--- config.mk ---
export PLATFORM = sky130hd
export DESIGN_NAME = adc_sample_block_packer
export DESIGN_NICKNAME = d
export VERILOG_FILES = /design/src/hdl/asbp_pkg.sv /design/src/hdl/asbp_front.sv /design/src/hdl/asbp_queue.sv /design/src/hdl/asbp_back.sv /design/src/hdl/adc_sample_block_packer.sv
export VERILOG_INCLUDE_DIRS = /design/src /design/src/hdl
export SDC_FILE = /design/constraint.sdc
export NUM_CORES = 1
export LEC_CHECK = 0
export BUFFER_PORTS_ARGS = -buffer_cell sky130_fd_sc_hd__buf_2
export CAP_MARGIN = 20
export CORE_MARGIN = 3
export CORE_UTILIZATION = 50
export CTS_CLUSTER_SIZE = 8
export DETAILED_ROUTE_END_ITERATION = 16
export PLACE_DENSITY = 0.68
export SLEW_MARGIN = 30
export SYNTH_ARGS = -nofsm -noshare
export SYNTH_HDL_FRONTEND = slang
export SYNTH_SLANG_ARGS = --single-unit
--- constraint.sdc ---
create_clock -name clock -period 5.01 [get_ports clock]
set_input_delay 1.002 -clock clock [delete_from_list [all_inputs] [get_ports clock]]
set_output_delay 1.002 -clock clock [all_outputs]
set_load 0.01 [all_outputs]
--- src/hdl/assert_macros.svh ---
// Assertion helpers shared by the packer modules.
// Both forms check on the rising clock edge and are off while reset is high.
`ifndef ASSERT_MACROS_SVH
`define ASSERT_MACROS_SVH
`ifndef SYNTHESIS
`define ASSERT_PROP(lbl, clk, rst, prop, msg) \
   lbl: assert property (@(posedge clk) disable iff (rst) (prop)) else $error(msg);
`define ASSERT_NEVER(lbl, clk, rst, cond, msg) \
   lbl: assert property (@(posedge clk) disable iff (rst) !(cond)) else $error(msg);
`else
`define ASSERT_PROP(lbl, clk, rst, prop, msg)
`define ASSERT_NEVER(lbl, clk, rst, cond, msg)
`endif
`endif

--- src/hdl/asbp_pkg.sv ---
package asbp_pkg;

   // Buffer geometry.
   localparam int NUM_BLOCKS   = 4;
   localparam int BLOCK_BYTES  = 512;
   localparam int SAMPLE_BITS  = 32;
   localparam int SAMPLE_BYTES = SAMPLE_BITS / 8;
   localparam int FILL_LIMIT   = BLOCK_BYTES - 8;
   localparam int COUNT_OFFSET = BLOCK_BYTES - 6;

   // Field widths.
   localparam int ADDR_W  = 11;
   localparam int OFF_W   = $clog2(BLOCK_BYTES);
   localparam int BLK_W   = 2;
   localparam int FLAG_W  = 4;
   localparam int COUNT_W = 8;

   localparam logic [OFF_W-1:0] FILL_OFF   = OFF_W'(FILL_LIMIT);
   localparam logic [OFF_W-1:0] COUNT_OFF  = OFF_W'(COUNT_OFFSET);
   localparam logic [OFF_W-1:0] STEP_OFF   = OFF_W'(SAMPLE_BYTES);
   localparam logic [BLK_W-1:0] LAST_BLOCK = BLK_W'(NUM_BLOCKS - 1);

   // Job queue between the front and back parts.
   localparam int QUEUE_DEPTH = 4;
   localparam int QPTR_W      = $clog2(QUEUE_DEPTH);
   localparam int QCNT_W      = $clog2(QUEUE_DEPTH + 1);

   typedef enum logic {
      ACTION_SAMPLE  = 1'b0,
      ACTION_RELEASE = 1'b1
   } action_type;

   typedef struct packed {
      action_type             action;
      logic [SAMPLE_BITS-1:0] sample;
      logic [BLK_W-1:0]       release_block;
   } req_type;

   typedef struct packed {
      logic                   write_enable;
      logic [ADDR_W-1:0]      write_address;
      logic [SAMPLE_BITS-1:0] write_data;
      logic                   write_is_byte;
      logic                   block_done;
      logic [BLK_W-1:0]       done_block;
      logic [FLAG_W-1:0]      ready_flags;
      logic                   last;
   } rsp_type;

   // One classified word: a sample write, possibly completing a block, or a release.
   typedef struct packed {
      logic                   is_write;
      logic [ADDR_W-1:0]      addr;
      logic [SAMPLE_BITS-1:0] data;
      logic                   done;
      logic [BLK_W-1:0]       blk;
      logic [COUNT_W-1:0]     count;
      logic [FLAG_W-1:0]      flags;
   } job_type;

endpackage

--- src/hdl/asbp_front.sv ---
`include "assert_macros.svh"

module asbp_front (
   input  logic              clock,
   input  logic              reset,
   input  logic              push,
   input  asbp_pkg::req_type req_data,
   input  logic              q_full,
   output logic              q_push,
   output asbp_pkg::job_type q_job
);

   logic [asbp_pkg::ADDR_W-1:0]     wp_ff, wp_in;
   logic [asbp_pkg::NUM_BLOCKS-1:0] ready_ff, ready_in;
   logic [asbp_pkg::COUNT_W-1:0]    count_ff, count_in;

   logic [asbp_pkg::BLK_W-1:0]   blk;
   logic [asbp_pkg::BLK_W-1:0]   blk_next;
   logic [asbp_pkg::OFF_W-1:0]   off_next;
   logic [asbp_pkg::COUNT_W-1:0] count_inc;
   logic                         completes;

   assign q_push = push && !q_full;

   // Pointer split into block number and offset within the block.
   always_comb begin
      blk       = wp_ff[asbp_pkg::ADDR_W-1:asbp_pkg::OFF_W];
      off_next  = wp_ff[asbp_pkg::OFF_W-1:0] + asbp_pkg::STEP_OFF;
      completes = (off_next >= asbp_pkg::FILL_OFF);
      blk_next  = (blk == asbp_pkg::LAST_BLOCK) ? '0 : blk + 1'b1;
      count_inc = (&ready_ff) ? count_ff + 1'b1 : count_ff;
   end

   // Classify the accepted word and work out the state it leaves behind.
   always_comb begin
      wp_in    = wp_ff;
      ready_in = ready_ff;
      count_in = count_ff;
      q_job    = '0;
      if (req_data.action == asbp_pkg::ACTION_RELEASE) begin
         ready_in[req_data.release_block] = 1'b0;
         q_job.flags = asbp_pkg::FLAG_W'(ready_in);
      end else begin
         q_job.is_write = 1'b1;
         q_job.addr     = wp_ff;
         q_job.data     = req_data.sample;
         if (completes) begin
            ready_in[blk] = 1'b1;
            count_in      = '0;
            wp_in         = {blk_next, {asbp_pkg::OFF_W{1'b0}}};
            q_job.done    = 1'b1;
            q_job.blk     = blk;
            q_job.count   = count_inc;
         end else begin
            count_in = count_inc;
            wp_in    = {blk, off_next};
         end
         q_job.flags = asbp_pkg::FLAG_W'(ready_in);
      end
   end

   // Block state registers.
   always_ff @(posedge clock) begin
      if (reset) begin
         wp_ff    <= '0;
         ready_ff <= '0;
         count_ff <= '0;
      end else if (q_push) begin
         wp_ff    <= wp_in;
         ready_ff <= ready_in;
         count_ff <= count_in;
      end
   end

   `ASSERT_PROP(a_wp_aligned, clock, reset, wp_ff[1:0] == 2'b00, "pointer not word aligned")
   `ASSERT_PROP(a_wp_below_fill, clock, reset, wp_ff[asbp_pkg::OFF_W-1:0] < asbp_pkg::FILL_OFF, "pointer past fill limit")
   `ASSERT_PROP(a_done_restarts, clock, reset, q_push && q_job.done |=> wp_ff[asbp_pkg::OFF_W-1:0] == '0, "pointer not at block start after completion")

endmodule

--- src/hdl/asbp_queue.sv ---
`include "assert_macros.svh"

module asbp_queue (
   input  logic              clock,
   input  logic              reset,
   input  logic              q_push,
   input  asbp_pkg::job_type q_job,
   output logic              q_full,
   input  logic              q_pop,
   output logic              q_empty,
   output asbp_pkg::job_type q_head
);

   asbp_pkg::job_type slot_ff [asbp_pkg::QUEUE_DEPTH];

   logic [asbp_pkg::QPTR_W-1:0] wr_ptr_ff, wr_ptr_in;
   logic [asbp_pkg::QPTR_W-1:0] rd_ptr_ff, rd_ptr_in;
   logic [asbp_pkg::QCNT_W-1:0] count_ff, count_in;
   logic                        do_push;
   logic                        do_pop;

   assign q_full  = (count_ff == asbp_pkg::QCNT_W'(asbp_pkg::QUEUE_DEPTH));
   assign q_empty = (count_ff == '0);
   assign q_head  = slot_ff[rd_ptr_ff];
   assign do_push = q_push && !q_full;
   assign do_pop  = q_pop && !q_empty;

   // Pointer and fill count updates.
   always_comb begin
      wr_ptr_in = wr_ptr_ff;
      rd_ptr_in = rd_ptr_ff;
      count_in  = count_ff;
      if (do_push) begin
         wr_ptr_in = (wr_ptr_ff == asbp_pkg::QPTR_W'(asbp_pkg::QUEUE_DEPTH - 1))
                     ? '0 : wr_ptr_ff + 1'b1;
      end
      if (do_pop) begin
         rd_ptr_in = (rd_ptr_ff == asbp_pkg::QPTR_W'(asbp_pkg::QUEUE_DEPTH - 1))
                     ? '0 : rd_ptr_ff + 1'b1;
      end
      case ({do_push, do_pop})
         2'b10:   count_in = count_ff + 1'b1;
         2'b01:   count_in = count_ff - 1'b1;
         default: count_in = count_ff;
      endcase
   end

   always_ff @(posedge clock) begin
      if (reset) begin
         wr_ptr_ff <= '0;
         rd_ptr_ff <= '0;
         count_ff  <= '0;
      end else begin
         wr_ptr_ff <= wr_ptr_in;
         rd_ptr_ff <= rd_ptr_in;
         count_ff  <= count_in;
      end
   end

   // Job storage.
   always_ff @(posedge clock) begin
      if (do_push) begin
         slot_ff[wr_ptr_ff] <= q_job;
      end
   end

   `ASSERT_PROP(a_count_bound, clock, reset, count_ff <= asbp_pkg::QCNT_W'(asbp_pkg::QUEUE_DEPTH), "queue count over depth")
   `ASSERT_PROP(a_push_grows, clock, reset, do_push && !do_pop |=> count_ff == $past(count_ff) + 1'b1, "push did not grow queue")
   `ASSERT_PROP(a_pop_shrinks, clock, reset, do_pop && !do_push |=> count_ff == $past(count_ff) - 1'b1, "pop did not shrink queue")

endmodule

--- src/hdl/asbp_back.sv ---
`include "assert_macros.svh"

module asbp_back (
   input  logic              clock,
   input  logic              reset,
   input  logic              q_empty,
   input  asbp_pkg::job_type q_head,
   output logic              q_pop,
   output logic              empty,
   input  logic              pop,
   output asbp_pkg::rsp_type rsp_data
);

   asbp_pkg::rsp_type out_ff, out_in;
   asbp_pkg::rsp_type sec_ff, sec_in;
   logic              out_valid_ff, out_valid_in;
   logic              sec_valid_ff, sec_valid_in;
   logic              load;

   asbp_pkg::rsp_type first_word;
   asbp_pkg::rsp_type count_word;

   assign empty    = !out_valid_ff;
   assign rsp_data = out_ff;
   assign load     = !out_valid_ff || pop;
   assign q_pop    = load && !sec_valid_ff && !q_empty;

   // Expand a job into its sample word and, on completion, the count byte.
   always_comb begin
      first_word               = '0;
      first_word.write_enable  = q_head.is_write;
      first_word.write_address = q_head.addr;
      first_word.write_data    = q_head.data;
      first_word.block_done    = q_head.done;
      first_word.done_block    = q_head.blk;
      first_word.ready_flags   = q_head.flags;
      first_word.last          = !q_head.done;

      count_word               = '0;
      count_word.write_enable  = 1'b1;
      count_word.write_address = {q_head.blk, asbp_pkg::COUNT_OFF};
      count_word.write_data    = asbp_pkg::SAMPLE_BITS'(q_head.count);
      count_word.write_is_byte = 1'b1;
      count_word.block_done    = 1'b1;
      count_word.done_block    = q_head.blk;
      count_word.ready_flags   = q_head.flags;
      count_word.last          = 1'b1;
   end

   // Output register with a pending second word behind it.
   always_comb begin
      out_in       = out_ff;
      out_valid_in = out_valid_ff;
      sec_in       = sec_ff;
      sec_valid_in = sec_valid_ff;
      if (load) begin
         if (sec_valid_ff) begin
            out_in       = sec_ff;
            out_valid_in = 1'b1;
            sec_valid_in = 1'b0;
         end else if (!q_empty) begin
            out_in       = first_word;
            out_valid_in = 1'b1;
            sec_in       = count_word;
            sec_valid_in = q_head.done;
         end else begin
            out_valid_in = 1'b0;
         end
      end
   end

   always_ff @(posedge clock) begin
      if (reset) begin
         out_valid_ff <= 1'b0;
         sec_valid_ff <= 1'b0;
      end else begin
         out_valid_ff <= out_valid_in;
         sec_valid_ff <= sec_valid_in;
      end
   end

   always_ff @(posedge clock) begin
      out_ff <= out_in;
      sec_ff <= sec_in;
   end

   `ASSERT_PROP(a_sec_behind_out, clock, reset, sec_valid_ff |-> out_valid_ff, "second word without first")
   `ASSERT_NEVER(a_no_pop_empty, clock, reset, q_pop && q_empty, "pop from empty queue")
   `ASSERT_PROP(a_pair_order, clock, reset, sec_valid_ff |-> !out_ff.last && out_ff.block_done, "count byte not after its sample word")

endmodule

--- src/hdl/adc_sample_block_packer.sv ---
// Channel  | Ports                        | Word
// ---------+------------------------------+---------------------------------
// request  | push, full, req_data         | asbp_pkg::req_type
// response | empty, pop, rsp_data         | asbp_pkg::rsp_type
//
// A word can be pushed every cycle while full is low; once accepted, it passes
// through the job queue and the output register before it is on rsp_data.
// A sample that completes a block yields two responses, its sample word and
// then the count byte; every other word yields one.
// A four-entry job queue sits between the classifier and the output stage, so a
// stalled pop backs up into full only once that queue has filled.
// Synchronous reset clears the pointer, ready flags, overflow count and queue.
module adc_sample_block_packer (
   input  logic              clock,
   input  logic              reset,
   input  logic              push,
   output logic              full,
   input  asbp_pkg::req_type req_data,
   output logic              empty,
   input  logic              pop,
   output asbp_pkg::rsp_type rsp_data
);

   asbp_pkg::job_type q_job;
   asbp_pkg::job_type q_head;
   logic              q_push;
   logic              q_pop;
   logic              q_full;
   logic              q_empty;

   assign full = q_full;

   // Front: keeps block state and classifies each word.
   asbp_front u_front (
      .clock    (clock),
      .reset    (reset),
      .push     (push),
      .req_data (req_data),
      .q_full   (q_full),
      .q_push   (q_push),
      .q_job    (q_job)
   );

   // Job queue between the two parts.
   asbp_queue u_queue (
      .clock   (clock),
      .reset   (reset),
      .q_push  (q_push),
      .q_job   (q_job),
      .q_full  (q_full),
      .q_pop   (q_pop),
      .q_empty (q_empty),
      .q_head  (q_head)
   );

   // Back: turns jobs into buffer write responses.
   asbp_back u_back (
      .clock    (clock),
      .reset    (reset),
      .q_empty  (q_empty),
      .q_head   (q_head),
      .q_pop    (q_pop),
      .empty    (empty),
      .pop      (pop),
      .rsp_data (rsp_data)
   );

endmodule

# --- Word level (Yosys, flattened, before mapping) ---
# Memory sizes are Yosys's and may differ from the RTL's. A register that Yosys moved wholly into a read port is not among the register bits.
# Cells that the tools add are included.
op_classes:
  magnitude_cmp: 5
  n_reduce_logical: 20
  n_addsub: 7
  mux: 25
  eq_ne: 7
  n_bitwise: 6
ops:
  columns: ["op", "count"]
  rows:
  - ["55-bit two-way mux", 1]
  - ["53-bit two-way mux", 1]
  - ["52-bit two-way mux", 1]
  - ["8-bit two-way mux", 2]
  - ["11-bit two-way mux", 1]
  - ["2-bit two-way mux", 5]
  - ["9-bit by 3-bit adder with 9-bit output (second input constant)", 1]
  - ["9-bit >= comparator (second input constant)", 1]
  - ["9-bit two-way mux", 1]
  - ["8-bit by 1-bit adder with 8-bit output (second input constant)", 1]
  - ["2-bit equality test (second input constant)", 4]
  - ["1-bit two-way mux", 8]
  - ["4-bit two-way mux", 2]
  - ["1-bit logical AND", 7]
  - ["2-bit by 1-bit adder with 2-bit output (second input constant)", 3]
  - ["2-bit by 3-bit < comparator with 1-bit output (second input constant)", 2]
  - ["3-bit case mux with 2 select lines", 1]
  - ["3-bit AND reduction", 2]
  - ["1-bit zero test", 5]
  - ["4-bit bitwise AND", 1]
  - ["1-bit demux with 2-bit select", 2]
  - ["2-bit by 1-bit >= comparator with 1-bit output (second input constant)", 2]
  - ["4-bit inverter", 1]
  - ["4-bit OR", 1]
  - ["other kinds (11)", 14]
word_totals:
  in_bits: 39
  regBits: 99
  elab_cells: 93
  memories: 1
  output_inout_bits: 55
  ramBits: 236
memory_table:
  columns: ["name", "depth", "word_bits", "rd", "rd_ports_with_merged_regs", "wr", "line_no", "text"]
  rows:
  - ["u_queue.slot_ff", 4, 59, 1, 1, 1, "asbp_queue.sv:14", "asbp_pkg::job_type slot_ff [asbp_pkg::QUEUE_DEPTH];"]

# --- Depth between registers and ports, before layout ---
depth:
  depth_word: 7
  ltp_mapped: 11
  ltp_nobuf: 9

# --- Hierarchy ---
# A second synthesis with hierarchy kept.
unflattened:
  hier_cells: 727
  hier_area_um2: 13163.9
modules_own_cells:
  columns: ["module", "n_inst", "cells_per_inst", "area_per_inst_um2", "seq_area_each_um2"]
  rows:
  - ["asbp_queue", 1, 363, 8999.9, 7267.0]
  - ["asbp_back", 1, 144, 2551.2, 2052.0]
  - ["asbp_front", 1, 220, 1612.8, 420.4]

# --- Least setup slack after synthesis ---
# Ideal clock, no wire load.
synth_timing:
  kind: "input to register"
  from: "input pop"
  to: "register u_back.out_ff (netlist bit u_back.rsp_data[0]) (enable)"
  n_path_buf: 0
  path_slack_ns: 1.235
  path_stages: 2
  setup_time_ns: 0.464
  required_time_ns: 4.546
  t_arrival_ns: 3.311
  path_cell_list: "nor2_1 > nor2_1"
synth_between:
  elab_chain_len: 2
synth_lines:
  columns: ["element", "line_no", "text"]
  rows:
  - ["start, declared", "adc_sample_block_packer.sv:20", "input logic pop,"]
  - ["1-bit logical OR", "asbp_back.sv:25", "assign load = !out_valid_ff || pop;"]
  - ["2-bit AND reduction (no source line)", null, null]
  - ["end signal, assigned", "asbp_back.sv:83", "out_ff <= out_in;"]
  - ["end, declared", "asbp_back.sv:14", "asbp_pkg::rsp_type out_ff, out_in;"]
# No other way between the ends.
# A chain may end at the register's enable or synchronous reset.

# --- Final worst setup path ---
layout_timing:
  from: "register u_queue.count_ff[2] (netlist name)"
  to: "register u_queue.count_ff[2] (netlist name)"
layout_between:
  elab_chain_len: 6
  word_cells_on_any_way: 14
  cone_classes: "2 x add/sub; 3 x eq/ne; 1 x mux; 8 x reduce/logical"
layout_lines:
  columns: ["element", "line_no", "text"]
  rows:
  - ["start, declared", "asbp_queue.sv:18", "logic [asbp_pkg::QCNT_W-1:0] count_ff, count_in;"]
  - ["start signal, assigned", "asbp_queue.sv:56", "count_ff <= count_in;"]
  - ["3-bit equality test or 3-bit zero test (tied branches)", "asbp_queue.sv:22, asbp_queue.sv:23", null]
  - ["1-bit zero test (on tied branches)", null, null]
  - ["1-bit logical AND (on tied branches)", "asbp_front.sv:23, asbp_back.sv:26", null]
  - ["1-bit logical AND (on tied branches)", "asbp_queue.sv:25, asbp_queue.sv:26", null]
  - ["2-bit by 1-bit equality test with 1-bit output or 2-bit equality test (tied branches)", "asbp_queue.sv:41", "case ({do_push, do_pop})"]
  - ["3-bit case mux with 2 select lines or 2-bit nonzero test (tied branches)", null, null]
# Parallel ways exist; a longest one is shown, timed or not.

==> run summary <==
Syn avg cell area - 17.6 um^2
Post-synth top cells - edfxtp_1 (299), nor2b_1 (65), mux4_2 (58)
Cts hold-fix bufs - 0
Largest net degree at the start of global routing - 58
Detail Route Antenna Nets - 0
Hold slack final - 0.503 ns
Die area - 28400 um^2
Setup Buffers After CTS - 0
DR WL/cell - 21.5 um
WS Path Type - register to register
FMAX - 372 MHz
FF+latch count, synth - 331
NetSw - 2.20 mW
Top-area cell type share of the netlist area - 68.1%
Outcome - finished, final reports clean
Worst path top cell family by delay - simple AND/OR/NAND/NOR gates
Clk pwr share - 32.6%
Switch share - 26.4%
Tot Pwr - 8.34 mW
Synth Cell Area - 13200 um^2
Fin crit share - 53.7%
Total CTS buffers - 47
Final setup fails - 0
Max-slew headroom - 36.1%
Lkg Pwr - 5.24 nW
Detail Placement HPWL - 15500 um
Max-Cap Viols - 0
Worst R2R Setup Slack - 2.32 ns
Vias per inst - 5.76
Critical R2R Launch - u_queue.count_ff[2]
Critical Path AT - 3.14 ns
Chip height - 168 um
Sequential area share after synthesis - 72.9%
Skew-Pair Late Insertion Delay - 0.52 ns
Antenna violations before repair - 0
Root buffer cell - clkbuf_16
Clock period minus worst slack - 2.69 ns
Syn Inst Count - 748
Crit path max-delay cell type - or3b_1
Total placed cells including tap cells - 1146
I/O pins - 94
P per Cell Area - 546 nW/um^2
Vias in the first global route - 7342
Residual DRC count - 0
DR vias - 6978
Crit path buffers/inverters - 2
Most frequent cell after synthesis - edfxtp_1
CP required - 5.46 ns
Library cells used by synthesis - 62
Inserted Diodes - 0
Endpoints failing hold - 0
Worst-margin pin slew - 0.958 ns
Combinational share of power - 20.2%
Layout Cells excl Fill - 1212
Largest cells by area after synthesis - edfxtp_1 (68%), mux4_2 (9.9%), dfxtp_1 (4.9%)
Slew Limit Fails - 0
Worst r2r dst - u_queue.count_ff[2]
Post-layout util - 59.8%
# fillers - 1839
CTS sink cnt - 331
Area of the multi-input gates - 3300 um^2
Setup Total Neg Slack - 0 ns
Synth async-reset ratio - 0%
Initial drt markers - 610
Initial Util - 51.6%
Row Count - 58
Syn-to-layout area delta - 15.7%
Share of post-route cells with drive strength above 1 - 29.5%
HP Class - register to register
Tot GR Track Use - 18.4%
Number of synthesized flops with an enable pin - 299
GR Overflow Total - 0
Reg power frac - 47.2%
Top FF cell, synth - edfxtp_1
Crit-path max FO - 8
Skew final - 0.0138 ns
WL final - 26100 um
Worst vdd ir - 0.000359 V
Max Buffers Root-to-Sink - 3
Worst Setup SP - u_queue.count_ff[2]
Internal cell power - 6.14 mW
CP max stage delay - 0.50 ns
Wire length of the first global-routing pass - 41000 um
PortBufs - 93
Crit path capture - u_queue.count_ff[2]
CP Launch Type - register
Top cell type by total area after synthesis - edfxtp_1
RSZ-0062 raised after global routing - false
CTS tree - done
Final nets - 919
Reg area - 9630 um^2
Synth Warn # - 0
Critical path depth - 9
Die X - 168 um
Reg clk slew, reported paths - 0.05 ns
CP endpoint kind - register
Drt first pass iters - 5
# H-tree levels - 2
CTS-repair resized insts - 0
CP cell instances - or3b_1 -> and2_1 -> inv_2 -> ha_1 -> inv_1 -> fa_1 -> xor2_1 -> or3_1 -> a21oi_1
CORE AREA - 25500 um^2
R2R cell count - 9
RD Place Congestion - 0.808
==> worst min-delay path by stage <==
stage	startpoint	endpoint	depth (start not counted)
after floorplan	u_front.count_ff[7]	u_front.count_ff[7]	2
after global placement	u_front.count_ff[7]	u_front.count_ff[7]	2
after detailed placement	u_front.count_ff[7]	u_front.count_ff[7]	2
after CTS	u_front.count_ff[7]	u_front.count_ff[7]	2
after global routing	u_queue.wr_ptr_ff[1]	u_queue.wr_ptr_ff[1]	2
final	u_front.count_ff[7]	u_front.count_ff[7]	2
==> worst min-delay path: cells and delay by family (launching register included) <==
family           cells  cell delay (ns)
AO/OA/AOI/OAI        1             0.05
flip-flops           1             0.34
AND/OR/NAND/NOR      1             0.07
==> metal layers <==
layer | GRT usage, % | routed length [um]
met5 | 0 | 0
met4 | 4.84 | 546
met3 | 3.33 | 1630
met2 | 31.0 | 13000
met1 | 25.2 | 10900
==> power by group through the flow <==
stage / clock (mW) / sequential (mW) / combinational, mW
CTS: 2.78 / 3.99 / 1.68
finish: 2.72 / 3.94 / 1.69
global route: 2.91 / 3.98 / 1.84
detailed placement: 0 / 4.03 / 1.67
global placement: 0 / 4.00 / 1.64
floorplan: 0 / 4.03 / 1.04
==> cell families after synthesis <==
kind of cell             count (synthesis)  share of synthesized area, %
flip-flops                             331                          72.9
buffers and inverters                   63                          2.28
multiplexers                            73                          11.2
AND/OR/NAND/NOR                        188                          8.16
adder cells (fa/ha/maj)                 14                          1.39
AO/OA/AOI/OAI                           71                          3.60
XOR/XNOR                                 7                         0.465
other                                    1                        0.0284
==> registers in the layout, summed over array words and instances, names as in the netlist, 3 cells and up, named ones only <==
| name | cells |
|---|---|
| u_queue.slot_ff | 232 |
| u_back.rsp_data | 53 |
| u_back.sec_ff | 14 |
| u_front.wp_ff | 9 |
| u_front.count_ff | 8 |
| u_front.ready_ff | 4 |
| u_queue.count_ff | 3 |
==> cells in the final DEF (no fill, tap or decap), types with 3 or more instances in the layout <==
master and n:
xnor2_1 4, buf_2 93, o22ai_1 9, and3_2 3
conb_1 4, clkbuf_1 15, nor2b_1 65, mux2i_1 3
a21oi_2 3, clkbuf_16 47, inv_1 23, and2_1 7
nand2b_1 3, nor3_1 9, a21oi_1 21, nor2_1 29
o21ai_0 16, mux4_2 58, nand4_1 4, mux2_2 12
dfxtp_1 29, nor4_1 4, or2_2 9, ha_1 13
o21a_1 4, xor2_1 3, edfxtp_1 299, nand2_1 22
o211ai_1 3, buf_4 10, nand3_1 12
==> metrics by stage <==
step	worst slack, ns	area (um^2)
2_1_floorplan	1.23	13200
3_3_place_gp	1.91	14000
3_5_place_dp	1.86	14000
4_1_cts	2.33	15200
5_1_grt	2.16	15300
6_report	2.32	15300
==> layout make-up <==
class                      count  area share, %
clock inverter                 3          0.246
timing repair buffer         104           3.67
tap                          330           2.70
clock buffer                  62           8.07
sequential                   331           63.1
inverter                      25          0.615
multi-input combinational    357           21.6
No activity file was read; power rests on OpenSTA's default activity.
